<file path="src/design/kbft_pkg.sv">
`timescale 1ns / 1ps
`default_nettype none

package kbft_pkg;

   localparam int DEFAULT_WORD_BITS = 10;
   localparam int KEY_W             = 10;
   localparam int WORD_W            = 10;
   localparam int FILTER_WORD_W     = 64;
   localparam int BIT_SEL_W         = 6;
   localparam int WORD_INDEX_W      = 4;

   typedef enum logic [1:0] {
      ST_CLEAR,
      ST_RUN,
      ST_EMIT
   } state_type;

endpackage

`default_nettype wire

</file>
<file path="src/design/keyed_bloom_filter_template.sv">
// A request marked last_word passes stages s1 and s2, and then the emit burst starts on rsp.
// Throughput: one request per cycle while req_stall is low; the emit burst issues a new slice
// only once the last one has left the filter memory read register for the output register (and
// rsp is not stalled), and holds req_stall meanwhile. Reset: synchronous, active high; afterwards a
// clearing pass of one slice per cycle over all slices runs before the first request is taken.
`timescale 1ns / 1ps
`default_nettype none

module keyed_bloom_filter_template #(
   parameter int WORD_BITS = kbft_pkg::DEFAULT_WORD_BITS
) (
   input  wire                                   clock,
   input  wire                                   reset,
   input  wire                                   csr_wr_en,
   input  wire  [kbft_pkg::KEY_W-1:0]            csr_wr_data,
   input  wire                                   req_valid,
   output logic                                  req_stall,
   input  wire  [kbft_pkg::WORD_W-1:0]           req_word_bits,
   input  wire                                   req_last_word,
   output logic                                  rsp_valid,
   input  wire                                   rsp_stall,
   output logic [kbft_pkg::FILTER_WORD_W-1:0]    rsp_filter_word,
   output logic [kbft_pkg::WORD_INDEX_W-1:0]     rsp_word_index,
   output logic                                  rsp_last_of_run
);

   localparam int XW      = (WORD_BITS > kbft_pkg::KEY_W) ? WORD_BITS : kbft_pkg::KEY_W;
   localparam int PW      = (WORD_BITS > kbft_pkg::BIT_SEL_W) ? WORD_BITS
                                                               : kbft_pkg::BIT_SEL_W + 1;
   localparam int SLICE_W = PW - kbft_pkg::BIT_SEL_W;
   localparam int SLICES  = (WORD_BITS > kbft_pkg::BIT_SEL_W) ? (1 << SLICE_W) : 1;
   localparam logic [SLICE_W-1:0] LAST_SLICE = SLICE_W'(SLICES - 1);

   localparam int FW = kbft_pkg::FILTER_WORD_W;
   localparam int BW = kbft_pkg::BIT_SEL_W;

   kbft_pkg::state_type state_ff, state_in;

   logic [kbft_pkg::KEY_W-1:0] key_ff, key_in;
   logic [SLICE_W-1:0]         sweep_ff, sweep_in;

   logic                       s1_valid_ff, s1_valid_in;
   logic                       s1_last_ff, s1_last_in;
   logic [SLICE_W-1:0]         s1_slice_ff, s1_slice_in;
   logic [BW-1:0]              s1_bit_ff, s1_bit_in;

   logic                       s2_valid_ff, s2_valid_in;
   logic                       s2_last_ff, s2_last_in;
   logic [SLICE_W-1:0]         s2_slice_ff, s2_slice_in;
   logic [BW-1:0]              s2_bit_ff, s2_bit_in;

   logic                       wfwd_valid_ff, wfwd_valid_in;
   logic [SLICE_W-1:0]         wfwd_slice_ff, wfwd_slice_in;
   logic [FW-1:0]              wfwd_data_ff, wfwd_data_in;

   logic                       pend_ff, pend_in;
   logic [SLICE_W-1:0]         pend_slice_ff, pend_slice_in;
   logic                       pend_last_ff, pend_last_in;

   logic                              rsp_valid_ff, rsp_valid_in;
   logic [FW-1:0]                     rsp_data_ff, rsp_data_in;
   logic [kbft_pkg::WORD_INDEX_W-1:0] rsp_index_ff, rsp_index_in;
   logic                              rsp_last_ff, rsp_last_in;

   logic [FW-1:0]      mem [SLICES];
   logic [FW-1:0]      rdata_ff;
   logic               mem_we;
   logic [SLICE_W-1:0] mem_waddr;
   logic [SLICE_W-1:0] mem_raddr;
   logic [FW-1:0]      mem_wdata;

   logic               accept;
   logic               issue;
   logic [XW-1:0]      keyed;
   logic [PW-1:0]      pidx;
   logic               fwd_hit;
   logic [FW-1:0]      merged;

   always_comb begin
      keyed = XW'(req_word_bits ^ key_ff);
      pidx  = PW'(keyed[WORD_BITS-1:0]);
   end

   always_comb begin
      fwd_hit = wfwd_valid_ff && (wfwd_slice_ff == s2_slice_ff);
      merged  = rdata_ff | (FW'(1) << s2_bit_ff) | (fwd_hit ? wfwd_data_ff : '0);
   end

   always_comb begin
      state_in = state_ff;
      case (state_ff)
         kbft_pkg::ST_CLEAR: begin
            if (sweep_ff == LAST_SLICE) begin
               state_in = kbft_pkg::ST_RUN;
            end
         end
         kbft_pkg::ST_RUN: begin
            if (s2_valid_ff && s2_last_ff) begin
               state_in = kbft_pkg::ST_EMIT;
            end
         end
         kbft_pkg::ST_EMIT: begin
            if (issue && (sweep_ff == LAST_SLICE)) begin
               state_in = kbft_pkg::ST_RUN;
            end
         end
         default: state_in = kbft_pkg::ST_CLEAR;
      endcase
   end

   always_comb begin
      req_stall = (state_ff != kbft_pkg::ST_RUN) || (s1_valid_ff && s1_last_ff)
                  || (s2_valid_ff && s2_last_ff);
      accept    = req_valid && !req_stall;
      issue     = (state_ff == kbft_pkg::ST_EMIT) && !pend_ff
                  && (!rsp_valid_ff || !rsp_stall);
      mem_we    = 1'b0;
      mem_waddr = sweep_ff;
      mem_wdata = '0;
      mem_raddr = s1_slice_ff;
      sweep_in  = '0;
      case (state_ff)
         kbft_pkg::ST_CLEAR: begin
            mem_we   = 1'b1;
            sweep_in = sweep_ff + SLICE_W'(1);
         end
         kbft_pkg::ST_RUN: begin
            mem_we    = s2_valid_ff;
            mem_waddr = s2_slice_ff;
            mem_wdata = merged;
         end
         kbft_pkg::ST_EMIT: begin
            mem_we    = issue;
            mem_raddr = sweep_ff;
            sweep_in  = issue ? sweep_ff + SLICE_W'(1) : sweep_ff;
         end
         default: begin
            mem_we = 1'b0;
         end
      endcase
   end

   always_comb begin
      key_in        = csr_wr_en ? csr_wr_data : key_ff;
      s1_valid_in   = accept;
      s1_last_in    = req_last_word;
      s1_slice_in   = pidx[PW-1:BW];
      s1_bit_in     = pidx[BW-1:0];
      s2_valid_in   = s1_valid_ff;
      s2_last_in    = s1_last_ff;
      s2_slice_in   = s1_slice_ff;
      s2_bit_in     = s1_bit_ff;
      wfwd_valid_in = s2_valid_ff && (state_ff == kbft_pkg::ST_RUN);
      wfwd_slice_in = s2_slice_ff;
      wfwd_data_in  = merged;
      pend_in       = issue;
      pend_slice_in = sweep_ff;
      pend_last_in  = (sweep_ff == LAST_SLICE);
      rsp_valid_in  = pend_ff || (rsp_valid_ff && rsp_stall);
      rsp_data_in   = pend_ff ? rdata_ff : rsp_data_ff;
      rsp_index_in  = pend_ff ? kbft_pkg::WORD_INDEX_W'(pend_slice_ff) : rsp_index_ff;
      rsp_last_in   = pend_ff ? pend_last_ff : rsp_last_ff;
   end

   always_ff @(posedge clock) begin
      if (reset) begin
         state_ff      <= kbft_pkg::ST_CLEAR;
         key_ff        <= '0;
         sweep_ff      <= '0;
         s1_valid_ff   <= 1'b0;
         s2_valid_ff   <= 1'b0;
         wfwd_valid_ff <= 1'b0;
         pend_ff       <= 1'b0;
         rsp_valid_ff  <= 1'b0;
      end else begin
         state_ff      <= state_in;
         key_ff        <= key_in;
         sweep_ff      <= sweep_in;
         s1_valid_ff   <= s1_valid_in;
         s2_valid_ff   <= s2_valid_in;
         wfwd_valid_ff <= wfwd_valid_in;
         pend_ff       <= pend_in;
         rsp_valid_ff  <= rsp_valid_in;
      end
   end

   always_ff @(posedge clock) begin
      s1_last_ff    <= s1_last_in;
      s1_slice_ff   <= s1_slice_in;
      s1_bit_ff     <= s1_bit_in;
      s2_last_ff    <= s2_last_in;
      s2_slice_ff   <= s2_slice_in;
      s2_bit_ff     <= s2_bit_in;
      wfwd_slice_ff <= wfwd_slice_in;
      wfwd_data_ff  <= wfwd_data_in;
      pend_slice_ff <= pend_slice_in;
      pend_last_ff  <= pend_last_in;
      rsp_data_ff   <= rsp_data_in;
      rsp_index_ff  <= rsp_index_in;
      rsp_last_ff   <= rsp_last_in;
   end

   always_ff @(posedge clock) begin
      if (mem_we) begin
         mem[mem_waddr] <= mem_wdata;
      end
      rdata_ff <= mem[mem_raddr];
   end

   assign rsp_valid       = rsp_valid_ff;
   assign rsp_filter_word = rsp_data_ff;
   assign rsp_word_index  = rsp_index_ff;
   assign rsp_last_of_run = rsp_last_ff;

endmodule

`default_nettype wire

</file>
<file path="config.mk">
export PLATFORM = sky130hd
export DESIGN_NAME = keyed_bloom_filter_template
export DESIGN_NICKNAME = d
export VERILOG_FILES = /design/src/design/kbft_pkg.sv /design/src/design/keyed_bloom_filter_template.sv
export SDC_FILE = /design/constraint.sdc
export NUM_CORES = 2
export LEC_CHECK = 0
export BUFFER_PORTS_ARGS = -buffer_cell sky130_fd_sc_hd__buf_2
export CAP_MARGIN = 15
export CORE_ASPECT_RATIO = 0.7
export CORE_UTILIZATION = 56
export DETAILED_ROUTE_END_ITERATION = 10
export PLACE_DENSITY_LB_ADDON = 0.3
export SYNTH_ARGS = -nofsm -noshare
export SYNTH_HDL_FRONTEND = slang
export SYNTH_SLANG_ARGS = --single-unit
</file>
<file path="constraint.sdc">
create_clock -name clock -period 5.64 [get_ports clock]
set_input_delay 1.128 -clock clock [delete_from_list [all_inputs] [get_ports clock]]
set_output_delay 1.128 -clock clock [all_outputs]
set_load 0.01 [all_outputs]
</file>
==> reports/qor.txt <==
status -> finished, final reports clean
layout cells sized above 1 -> 0.115
CP Launch Type -> flip-flop
GRT Residual Overflow -> 0
clk sinks -> 1273
register area share after synthesis -> 0.737
YS warnings -> 0
Synth async-reset ratio -> 0
Fillers -> 5896
antenna-violating nets left -> 0
Slew HR -> 0.162
Worst Hold Slack -> 0.331 ns
Final nets -> 3159
Placement Setup Slack -> 1.64 ns
Placer Congestion -> 0.852
Arrival @ worst endpoint -> 3.03 ns
CTS tree -> yes
Ports -> 97
CTS clock-pin slew for the worst setup and hold paths -> 0.06 ns
crit path max fanout -> 27
Yosys cell types -> 48
drt pass-1 iters -> 6
die area -> 0.0895 sq mm
die height -> 251 microns
multi-input logic area -> 0.0117 sq mm
n_diodes -> 0
FMAX -> 241 MHz
vias in the first global route -> 28.2k
Total GRT Usage -> 0.279
Top FF cell, synth -> edfxtp_1
peak supply drop -> 0.289 mV
Vias/cell -> 6.64
Post-Syn Area per Cell -> 16.1 sq um
syn nets -> 3106
PortBufs -> 96
post-layout util -> 0.637
Core ar. -> 0.0868 sq mm
root buf cell -> clkbuf_16
Slowest Stage Delay on Critical Path -> 0.81 ns
Mapped Cells -> 3079
CP Cell Sequence -> nor2b_4, buf_4, nand3_1, buf_2
Final Max Tran Viols -> 0
Tcrit/Tclk final -> 0.736
Post-CTS Setup Inserts -> 0
Hold Crit Depth -> 0
worst r2r path cells -> 6
Hold Crit Class -> flip-flop to flip-flop
setup ws final -> 1.49 ns
largest net degree at the start of global routing -> 104
Mapped Area -> 0.0494 sq mm
PD cells -> 370 mW/mm^2
crit end category -> primary output
Power Total -> 20.4 mW
CTS buffer count -> 112
Sequential Area -> 0.0364 sq mm
Remaining DRCs -> 0
worst hold start -> s1_bit_ff[0]
clock buffer depth -> 3
hold worst-path end -> s2_bit_ff[0]
fin cells -> 4377
Critical path origin -> state_ff[0]
Post-synth EDFFs -> 1093
#FFs+latches synth -> 1273
die width -> 357 microns
post-DP HPWL -> 65.9 mm
P_leak -> 20.5 nW
# setup viols final -> 0
Layout area overhead -> 11.8%
initial antenna violation count -> 4
dpl cells -> 4166
Hold-fix buffers, CTS -> 0
reg2reg start -> pend_slice_in[0]
Reg-to-Reg End -> rdata_ff[7]
Final TNS setup -> 0 ns
initial DRC count -> 3294
CP required -> 4.51 ns
first-pass GRT wire length -> 184 mm
DR vias -> 29.1k
Tightest Pin Transition -> 1.24 ns
post_cts resized -> 0
post-route cell area -> 0.0553 sq mm
critical path type -> flip-flop to primary output
clock skew -> 0.0256 ns
FF-to-FF setup slack -> 1.64 ns
# rows -> 90
Max-cap violations -> 0
Fin. Hold Viols -> 0
CTS HTree Levels -> 3
routed wire length per instance -> 28.8 microns
Initial Utilization -> 0.570
final wirelength -> 126 mm
worst skew pair latency -> 0.69 ns
RSZ-0062 raised after global routing -> no
CP max stage cell -> nor2b_4
placed cell areas -> 0.0514 sq mm
min Tclk post-route -> 4.15 ns
## layer usage
layer,vias to the layer above,part of all wire,global-route usage
met3,243,0.12,0.0729
met2,1797,0.44,0.412
li1,12301,-,-
met5,-,0.00013,0
met4,4,0.026,0.0737
met1,14719,0.41,0.413
## registers in the layout (all words and copies together) (netlist names), 2 cells and up
name and flops:
pend_slice_in 4, rsp_word_index 4, wfwd_slice_ff 4, wfwd_data_ff 64, s2_bit_ff 6, rdata_ff 64, state_ff 2, s1_slice_ff 4
s2_slice_ff 4, key_ff 10, pend_slice_ff 4, s1_bit_ff 6, mem 1024, rsp_filter_word 64
## cells in the mapped netlist, types with 7 or more instances
| library cell | instances | area (sq um) |
|---|---|---|
| edfxtp_1 | 1093 | 32800 |
| mux2i_1 | 460 | 4600 |
| a211oi_1 | 256 | 1920 |
| dfxtp_1 | 180 | 3600 |
| nor2_1 | 171 | 642 |
| inv_1 | 137 | 514 |
| o221ai_1 | 128 | 1120 |
| clkbuf_1 | 112 | 420 |
| buf_2 | 93 | 465 |
| nor3_1 | 83 | 415 |
| a221o_1 | 64 | 641 |
| a22o_1 | 64 | 561 |
| and2_1 | 64 | 400 |
| a2111oi_0 | 46 | 403 |
| a2111oi_1 | 19 | 190 |
| buf_1 | 14 | 52.6 |
| nand2_1 | 14 | 52.6 |
| xor2_1 | 11 | 96.3 |
| a31oi_1 | 7 | 43.8 |
## worst max-delay path, delay by kind of cell, from the launching register on
family,cells,cell delay (ns)
buf+inv,2,0.65
flops,1,0.68
simple gates,2,0.99
## layout make-up
cell class / count / area share
sequential: 1273 / 0.659
clock inverter: 44 / 0.0108
clock buffer: 165 / 0.0587
inverter: 137 / 0.00930
multi-input combinational: 1441 / 0.212
tap: 1150 / 0.0260
timing repair buffer: 167 / 0.0234
## cells in the final DEF, fill, tap and decap left out, drive strengths merged, types with 65 or more instances in the layout
cell type	synthesis	routed
edfxtp	1093	1093
nor2	171	171
mux2i	461	461
dfxtp	180	180
and2	65	65
a211oi	256	256
a2111oi	65	65
inv	137	139
clkbuf	113	165
buf	115	167
o221ai	128	128
nor3	83	83
## logic make-up after synthesis
kind of cell / share of synthesized area
DFF: 0.737
AOI/OAI and AO/OA: 0.102
muxes: 0.0936
buffers and inverters: 0.0311
and+or+nand+nor: 0.0343
xor gates and xnor gates: 0.00248
adders and majority gates: 0.000253
## worst max-delay path by stage
stage / cells after the start / to
6_report: 4 / req_stall
5_1_grt: 4 / req_stall
4_1_cts: 4 / req_stall
3_5_place_dp: 7 / mem[3][39]
3_3_place_gp: 7 / mem[3][5]
2_1_floorplan: 5 / mem[8][0]
## power breakdown
part / leakage (nW) / internal [mW] / switching, mW
clock: 1.87 / 4.63 / 3.32
sequential: 12.9 / 10.5 / 0.258
combinational: 5.76 / 0.603 / 1.09
total: 20.5 / 15.8 / 4.67
No activity file was read; power rests on OpenSTA's default activity.
